### src/rtl/mdst_pkg.sv
`timescale 1ns / 1ps
// ----------------------------------------------------------------------------
// mdst_pkg
// Shared types and constants for the multi-drive step tone generator.
// ----------------------------------------------------------------------------
package mdst_pkg;

    localparam int MAX_DRIVES = 16;
    localparam int PERIOD_W   = 16;
    localparam int POS_W      = 8;
    localparam int DRIVE_W    = 5;
    localparam int CFG_IDX_W  = 2;

    localparam logic [POS_W-1:0] FULL_MAX_RST   = 8'd158;
    localparam logic [POS_W-1:0] NARROW_MIN_RST = 8'd79;
    localparam logic [POS_W-1:0] NARROW_MAX_RST = 8'd81;

    typedef enum logic [2:0] {
        ACT_TICK       = 3'd0,
        ACT_SET_PERIOD = 3'd1,
        ACT_SET_MOVE   = 3'd2,
        ACT_RESET      = 3'd3,
        ACT_HALT       = 3'd4
    } t_action;

    typedef enum logic [CFG_IDX_W-1:0] {
        CFG_FULL_MAX   = 2'd0,
        CFG_NARROW_MIN = 2'd1,
        CFG_NARROW_MAX = 2'd2
    } t_cfg_idx;

    typedef struct packed {
        logic [POS_W-1:0] full_max;
        logic [POS_W-1:0] narrow_min;
        logic [POS_W-1:0] narrow_max;
    } t_bounds;

    typedef struct packed {
        logic                tick;
        logic                set_period;
        logic                set_move;
        logic                clr;
        logic                halt;
        logic [PERIOD_W-1:0] period;
        logic                move_full;
    } t_lane_cmd;

endpackage

### src/rtl/mdst_lane.sv
`timescale 1ns / 1ps
// ----------------------------------------------------------------------------
// mdst_lane
// One drive: half-period counter, head position, direction and step level.
// ----------------------------------------------------------------------------
module mdst_lane
    import mdst_pkg::*;
(
    input  logic      i_clk,
    input  logic      i_rst_n,
    input  t_lane_cmd i_cmd,
    input  t_bounds   i_bounds,
    input  logic      i_step_bit,
    input  logic      i_dir_bit,
    output logic      o_step_bit,
    output logic      o_dir_bit
);

    logic [PERIOD_W-1:0] r_hp, n_hp;
    logic [PERIOD_W-1:0] r_cnt, n_cnt;
    logic [POS_W-1:0]    r_pos, n_pos;
    logic                r_rev, n_rev;
    logic                r_lvl, n_lvl;
    logic                r_narrow, n_narrow;

    logic [PERIOD_W:0]   cnt_inc;
    logic                active;
    logic                hit;
    logic [POS_W-1:0]    lo_bound;
    logic [POS_W-1:0]    hi_bound;
    logic                rev_step;

    assign active   = i_cmd.tick && (r_hp != '0);
    assign cnt_inc  = {1'b0, r_cnt} + {{PERIOD_W{1'b0}}, 1'b1};
    assign hit      = cnt_inc >= {1'b0, r_hp};
    assign lo_bound = r_narrow ? i_bounds.narrow_min : '0;
    assign hi_bound = r_narrow ? i_bounds.narrow_max : i_bounds.full_max;

    always_comb begin
        if (r_pos >= hi_bound) begin
            rev_step = 1'b1;
        end else if (r_pos <= lo_bound) begin
            rev_step = 1'b0;
        end else begin
            rev_step = r_rev;
        end
    end

    always_comb begin
        n_hp       = r_hp;
        n_cnt      = r_cnt;
        n_pos      = r_pos;
        n_rev      = r_rev;
        n_lvl      = r_lvl;
        n_narrow   = r_narrow;
        o_step_bit = i_step_bit;
        o_dir_bit  = i_dir_bit;
        if (active) begin
            if (hit) begin
                n_cnt      = '0;
                n_rev      = rev_step;
                n_pos      = rev_step ? r_pos - 1'b1 : r_pos + 1'b1;
                n_lvl      = ~r_lvl;
                o_step_bit = r_lvl;
                o_dir_bit  = rev_step;
            end else begin
                n_cnt = cnt_inc[PERIOD_W-1:0];
            end
        end
        if (i_cmd.set_period) begin
            n_hp = i_cmd.period;
        end
        if (i_cmd.set_move) begin
            n_narrow = ~i_cmd.move_full;
        end
        if (i_cmd.clr) begin
            n_hp       = '0;
            n_pos      = '0;
            n_rev      = 1'b0;
            n_lvl      = 1'b0;
            n_narrow   = 1'b0;
            o_step_bit = 1'b0;
            o_dir_bit  = 1'b0;
        end
        if (i_cmd.halt) begin
            n_hp = '0;
        end
    end

    always_ff @(posedge i_clk) begin
        if (!i_rst_n) begin
            r_hp     <= '0;
            r_cnt    <= '0;
            r_pos    <= '0;
            r_rev    <= 1'b0;
            r_lvl    <= 1'b0;
            r_narrow <= 1'b0;
        end else begin
            r_hp     <= n_hp;
            r_cnt    <= n_cnt;
            r_pos    <= n_pos;
            r_rev    <= n_rev;
            r_lvl    <= n_lvl;
            r_narrow <= n_narrow;
        end
    end

    a_silenced: assert property (@(posedge i_clk) disable iff (!i_rst_n)
        (i_cmd.halt || i_cmd.clr) |=> (r_hp == '0))
        else $error("drive not silenced after halt or reset");

    a_clr_state: assert property (@(posedge i_clk) disable iff (!i_rst_n)
        i_cmd.clr |=> (r_pos == '0) && !r_rev && !r_lvl && !r_narrow)
        else $error("drive state not cleared after reset");

    a_step_clears: assert property (@(posedge i_clk) disable iff (!i_rst_n)
        (active && hit) |=> (r_cnt == '0) && (r_lvl != $past(r_lvl)))
        else $error("step did not clear count and toggle level");

endmodule

### src/rtl/multi_drive_step_tone_generator_top.sv
`timescale 1ns / 1ps
// ----------------------------------------------------------------------------
// multi_drive_step_tone_generator_top
// Multi-drive stepper tone generator: command register, drive lanes and
// step/direction line result register.
// ----------------------------------------------------------------------------
// Usage:
//   Input channel (i_valid / o_stall) carries one command per transfer:
//   tick, set period, set movement, reset drive(s) or halt all.
//   Output channel (o_valid / i_stall) returns one transfer per command,
//   the step and direction line vectors after that command took effect.
//   Config channel (i_cfg_valid / o_cfg_ready) writes the position bounds;
//   it is always ready; the user must write it only while the block is idle,
//   which the block itself does not enforce. Throughput: one command per
//   cycle while the receiver does not stall; a command is applied to the
//   drive lanes it addresses in the cycle it moves from the command register
//   into the result register. If the receiver stalls, the result register
//   holds, the command register holds one more command, then o_stall rises.
//   Reset (synchronous, active low) silences all drives, clears positions,
//   directions, step levels and line outputs, and restores default bounds.
// ----------------------------------------------------------------------------
module multi_drive_step_tone_generator_top
    import mdst_pkg::*;
#(
    parameter int NUM_DRIVES = 16
) (
    input  logic                 i_clk,
    input  logic                 i_rst_n,
    input  logic                 i_valid,
    output logic                 o_stall,
    input  logic [2:0]           i_action,
    input  logic [DRIVE_W-1:0]   i_drive,
    input  logic [PERIOD_W-1:0]  i_period,
    input  logic                 i_movement_full,
    output logic                 o_valid,
    input  logic                 i_stall,
    output logic [MAX_DRIVES-1:0] o_step_lines,
    output logic [MAX_DRIVES-1:0] o_dir_lines,
    input  logic                 i_cfg_valid,
    output logic                 o_cfg_ready,
    input  logic [CFG_IDX_W-1:0] i_cfg_index,
    input  logic [POS_W-1:0]     i_cfg_data
);

    logic                  r_in_valid;
    logic [2:0]            r_action;
    logic [DRIVE_W-1:0]    r_drive;
    logic [PERIOD_W-1:0]   r_period;
    logic                  r_move_full;
    logic                  r_out_valid;
    logic [MAX_DRIVES-1:0] r_step_lines, n_step_lines;
    logic [MAX_DRIVES-1:0] r_dir_lines, n_dir_lines;
    t_bounds               r_bounds;
    logic                  adv;
    logic                  in_xfer;

    assign adv         = r_in_valid && (!r_out_valid || !i_stall);
    assign o_stall     = r_in_valid && !adv;
    assign in_xfer     = i_valid && !o_stall;
    assign o_cfg_ready = 1'b1;

    always_ff @(posedge i_clk) begin
        if (!i_rst_n) begin
            r_in_valid <= 1'b0;
        end else if (in_xfer) begin
            r_in_valid <= 1'b1;
        end else if (adv) begin
            r_in_valid <= 1'b0;
        end
    end

    always_ff @(posedge i_clk) begin
        if (in_xfer) begin
            r_action    <= i_action;
            r_drive     <= i_drive;
            r_period    <= i_period;
            r_move_full <= i_movement_full;
        end
    end

    always_ff @(posedge i_clk) begin
        if (!i_rst_n) begin
            r_bounds <= '{full_max: FULL_MAX_RST, narrow_min: NARROW_MIN_RST,
                          narrow_max: NARROW_MAX_RST};
        end else if (i_cfg_valid && o_cfg_ready) begin
            unique case (i_cfg_index)
                CFG_FULL_MAX:   r_bounds.full_max   <= i_cfg_data;
                CFG_NARROW_MIN: r_bounds.narrow_min <= i_cfg_data;
                CFG_NARROW_MAX: r_bounds.narrow_max <= i_cfg_data;
                default:        ;
            endcase
        end
    end

    genvar gi;
    generate
        for (gi = 0; gi < MAX_DRIVES; gi++) begin : g_lane
            if (gi < NUM_DRIVES) begin : g_used
                localparam logic [DRIVE_W-1:0] DRV_NUM = DRIVE_W'(gi + 1);
                t_lane_cmd cmd;
                logic      sel;

                assign sel = adv && (r_drive == DRV_NUM);
                assign cmd = '{
                    tick:       adv && (r_action == ACT_TICK),
                    set_period: sel && (r_action == ACT_SET_PERIOD),
                    set_move:   sel && (r_action == ACT_SET_MOVE),
                    clr:        adv && (r_action == ACT_RESET) &&
                                ((r_drive == '0) || (r_drive == DRV_NUM)),
                    halt:       adv && (r_action == ACT_HALT),
                    period:     r_period,
                    move_full:  r_move_full
                };

                mdst_lane u_lane (
                    .i_clk      (i_clk),
                    .i_rst_n    (i_rst_n),
                    .i_cmd      (cmd),
                    .i_bounds   (r_bounds),
                    .i_step_bit (r_step_lines[gi]),
                    .i_dir_bit  (r_dir_lines[gi]),
                    .o_step_bit (n_step_lines[gi]),
                    .o_dir_bit  (n_dir_lines[gi])
                );
            end else begin : g_unused
                assign n_step_lines[gi] = 1'b0;
                assign n_dir_lines[gi]  = 1'b0;
            end
        end
    endgenerate

    // Result register doubles as the line state: it loads exactly when a
    // command is applied.
    always_ff @(posedge i_clk) begin
        if (!i_rst_n) begin
            r_out_valid  <= 1'b0;
            r_step_lines <= '0;
            r_dir_lines  <= '0;
        end else begin
            if (adv) begin
                r_out_valid  <= 1'b1;
                r_step_lines <= n_step_lines;
                r_dir_lines  <= n_dir_lines;
            end else if (!i_stall) begin
                r_out_valid <= 1'b0;
            end
        end
    end

    assign o_valid      = r_out_valid;
    assign o_step_lines = r_step_lines;
    assign o_dir_lines  = r_dir_lines;

    a_stall_cause: assert property (@(posedge i_clk) disable iff (!i_rst_n)
        o_stall |-> r_in_valid && r_out_valid && i_stall)
        else $error("input stalled without a blocked result");

    a_lines_hold: assert property (@(posedge i_clk) disable iff (!i_rst_n)
        !adv |=> $stable(r_step_lines) && $stable(r_dir_lines))
        else $error("line state changed without a command");

    a_adv_result: assert property (@(posedge i_clk) disable iff (!i_rst_n)
        adv |=> r_out_valid)
        else $error("applied command produced no result");

endmodule
### config.mk
export PLATFORM = sky130hd
export DESIGN_NAME = multi_drive_step_tone_generator_top
export DESIGN_NICKNAME = d
export VERILOG_FILES = /design/src/rtl/mdst_pkg.sv /design/src/rtl/mdst_lane.sv /design/src/rtl/multi_drive_step_tone_generator_top.sv
export SDC_FILE = /design/constraint.sdc
export NUM_CORES = 2
export LEC_CHECK = 0
export BUFFER_PORTS_ARGS = -buffer_cell sky130_fd_sc_hd__buf_4
export CAP_MARGIN = 25
export CORE_MARGIN = 2
export CORE_UTILIZATION = 60
export CTS_BUF_LIST = sky130_fd_sc_hd__clkbuf_4
export DETAILED_ROUTE_END_ITERATION = 6
export PLACE_DENSITY_LB_ADDON = 0.3
export SLEW_MARGIN = 20
export SYNTH_ARGS = -nofsm -noshare
export SYNTH_HDL_FRONTEND = slang
export SYNTH_HIERARCHICAL = 1
export SYNTH_SLANG_ARGS = --single-unit
### constraint.sdc
create_clock -name i_clk -period 7.1 [get_ports i_clk]
set_clock_uncertainty 0.1 [all_clocks]
set_input_delay 1.42 -clock i_clk [delete_from_list [all_inputs] [get_ports i_clk]]
set_output_delay 1.42 -clock i_clk [all_outputs]
set_load 0.03 [all_outputs]
==> impl_results.md <==
* Status: finished clean
* Clock root buffer: clkbuf_4
* Most used DFF post-synth: dfxtp_1
* Final Net Count at 7130
* Starting Density at 0.608
* Vias in the first global route at 44.5k
* Flops & latches, synth at 771
* Power Dens Cells at 151 mW/mm²
* Post-CTS resize count at 0
* Final TNS setup at 0 ps
* Final core occ at 0.651
* Num CTS Buffers at 210
* Final-report hold violation count at 0
* Multi-input logic area at 0.0356 mm²
* Required @ worst endpoint at 7990 ps
* Slew Limit Headroom at 0.232
* Design area at 0.0578 mm²
* CTS sink cnt at 771
* CP endpoint kind: flop
* Startpoint types: flop
* Dpl cell area at 0.0551 mm²
* Slew Viols, Final at 0
* Cell Area, Synth at 0.0540 mm²
* Hold crit path type: flop to flop
* EDFF count, synth at 25
* Final Setup Violations at 0
* Slew at the pin closest to its max-slew limit at 1150 ps
* Final Wtd Congestion at 0.915
* Warnings, synthesis at 6
* Max rail drop VDD at 144 µV
* Placeable Area at 0.0888 mm²
* Number of port buffers at 73
* Syn-to-layout area delta at 7.06%
* Max Fclk at 0.217 GHz
* WP data arrival at 5490 ps
* Postcts setup bufs at 0
* Syn_nets at 7070
* RSZ-0062 raised after global routing: no
* Final period util at 0.648
* Final worst slack at 2500 ps
* Initial antenna violation count at 7
* Clock Latency Late Sink at 1140 ps
* DIE AREA at 0.0923 mm²
* Min Clock Period, post-route at 4600 ps
* # hold bufs at CTS at 0
* DR vias/cell at 5.98
* # rows at 109
* 1st-iter DRT viols at 3611
* H-tree Lvls at 4
* DRC at 0
* I/O pins at 75
* Sequential fraction of the synthesis area at 0.291
* Gr ovfl total at 0
* Leakage at 23.0 nW
* Wire per inst at 18.3 µm
* CTS tree: yes
* Final antenna-violating net count at 0
* Ratio of cells with drive above 1 in the final layout at 0.101
* Async set-reset flop share out of synthesis at 0
* Avg Cell Area, Syn at 8.44 µm²
* Bufs on Longest Clock Path at 3
* Max Cap Violations at 0
* First-pass GRT wire length at 229 mm
* Chip Height at 304 µm
* Via count at 46.5k
* Largest net degree at the start of global routing at 170
* FF+latch area at 0.0157 mm²
* Drt total wl at 142 mm
* Setup CP Type: flop to flop
* Syn Inst Count at 6390
* Crit path max fanout at 17
* Total Routing Usage GR at 0.301
* Die W at 304 µm
* Clk slew on worst S/H paths at 80 ps
* Power, Total at 8.70 mW
* Post-DP HPWL at 98.8 mm
* Fill count at 7443
* Pre-antenna DRT Iters at 7
* Post-place setup slack at 2530 ps
* Number of distinct library cells after synthesis at 108
## area by class of cell
class | count | share of cell area
clock buffer | 292 | 0.0379
inverter | 362 | 0.0235
clock inverter | 80 | 0.00628
timing repair buffer | 137 | 0.0194
sequential | 771 | 0.272
antenna | 1 | 0.0000433
multi-input combinational | 4968 | 0.616
tap | 1165 | 0.0252
## per-stage QoR
step / instances / hold WS [ps]
2_1_floorplan: 6390 / 344
3_3_place_gp: 7393 / 362
3_5_place_dp: 7396 / 369
4_1_cts: 7768 / 268
5_1_grt: 7776 / 288
6_report: 7776 / 380
## worst paths after layout
path | depth (start not counted) | slack [ps] | from | endpoint
min | 2 | 380 | o_step_lines[12]$_SDFFE_PN0P_ | o_step_lines[12]$_SDFFE_PN0P_
max | 15 | 2500 | r_bounds[7]$_SDFFE_PN0P_ | g_lane[13].g_used.u_lane/r_pos[7]$_SDFFE_PP0P_
min reg2reg | 2 | 380 | o_step_lines[12]$_SDFFE_PN0P_ | o_step_lines[12]$_SDFFE_PN0P_
max reg2reg | 15 | 2500 | r_bounds[7]$_SDFFE_PN0P_ | g_lane[13].g_used.u_lane/r_pos[7]$_SDFFE_PP0P_
## cell usage in the layout (no fill, tap or decap), types with 74 or more instances in the layout
cell type,instances
nand4_1,119
nand2_1,638
ha_1,624
xnor2_1,234
buf_4,126
clkbuf_4,292
nor2b_1,105
mux2i_1,433
a21oi_1,340
nor2_1,628
o21ai_0,286
and2_1,109
nand3_1,267
dfxtp_1,746
nor3_1,77
inv_1,361
and3_1,74
xor2_1,121
nor4_1,81
## critical path, stage by stage (launching register included)
cell and delay, ps:
dfxtp_1 900, mux2i_1 200, ha_1 340, and3_1 160, a221oi_1 320, o221ai_1 180, nor2_1 300, inv_1 230
ha_1 330, a21oi_1 160, nor2b_1 80, o31a_1 260, o41ai_1 330, xnor2_1 160, nor2b_4 130, mux2_4 290
## kinds of logic after synthesis
kind of cell / share of synthesized area
and+or+nand+nor: 0.237
AOI/OAI and AO/OA: 0.127
DFF: 0.291
buffers and inverters: 0.0512
adders and majority gates: 0.151
muxes: 0.0860
xor gates and xnor gates: 0.0576
other: 0.0000695
## synthesized netlist by cell type, types with 106 or more instances
| library cell | instances | area, µm² |
|---|---|---|
| a21oi_1 | 340 | 1700 |
| and2_1 | 109 | 682 |
| clkbuf_1 | 204 | 766 |
| dfxtp_1 | 746 | 14900 |
| ha_1 | 624 | 7810 |
| inv_1 | 361 | 1360 |
| mux2i_1 | 433 | 4330 |
| nand2_1 | 638 | 2390 |
| nand3_1 | 267 | 1340 |
| nand4_1 | 119 | 744 |
| nor2_1 | 639 | 2400 |
| nor2b_1 | 106 | 663 |
| o21ai_0 | 286 | 1430 |
| xnor2_1 | 234 | 2050 |
| xor2_1 | 121 | 1060 |
## routing by layer
metal / vias up / share of wire / GRT usage
met4: 0 / 0.031 / 0.115
met1: 22000 / 0.45 / 0.402
met5: - / 0 / 0
met3: 286 / 0.078 / 0.0649
li1: 22800 / - / -
met2: 1413 / 0.44 / 0.477
## registers in the layout (all words and copies together), names as in the netlist, 5 cells and up
| register | cells |
|---|---|
| g_lane.g_used.u_lane/r_lvl | 16 |
| g_lane.g_used.u_lane/r_pos | 128 |
| g_lane.g_used.u_lane/r_cnt | 256 |
| r_period | 16 |
| r_bounds | 24 |
| r_drive | 5 |
| g_lane.g_used.u_lane/r_narrow | 16 |
| g_lane.g_used.u_lane/r_hp | 256 |
| o_step_lines | 16 |
| g_lane.g_used.u_lane/r_rev | 16 |
| o_dir_lines | 16 |
## report_power, final
part	internal, mW	switching, mW	leakage, nW	total (mW)
Sequential	4.36	0.0441	6.25	4.41
Clock	1.91	1.99	1.51	3.89
Combinational	0.106	0.286	15.3	0.393
Total	6.38	2.32	23.0	8.70
Note: power is estimated with default switching activity, not from simulation.
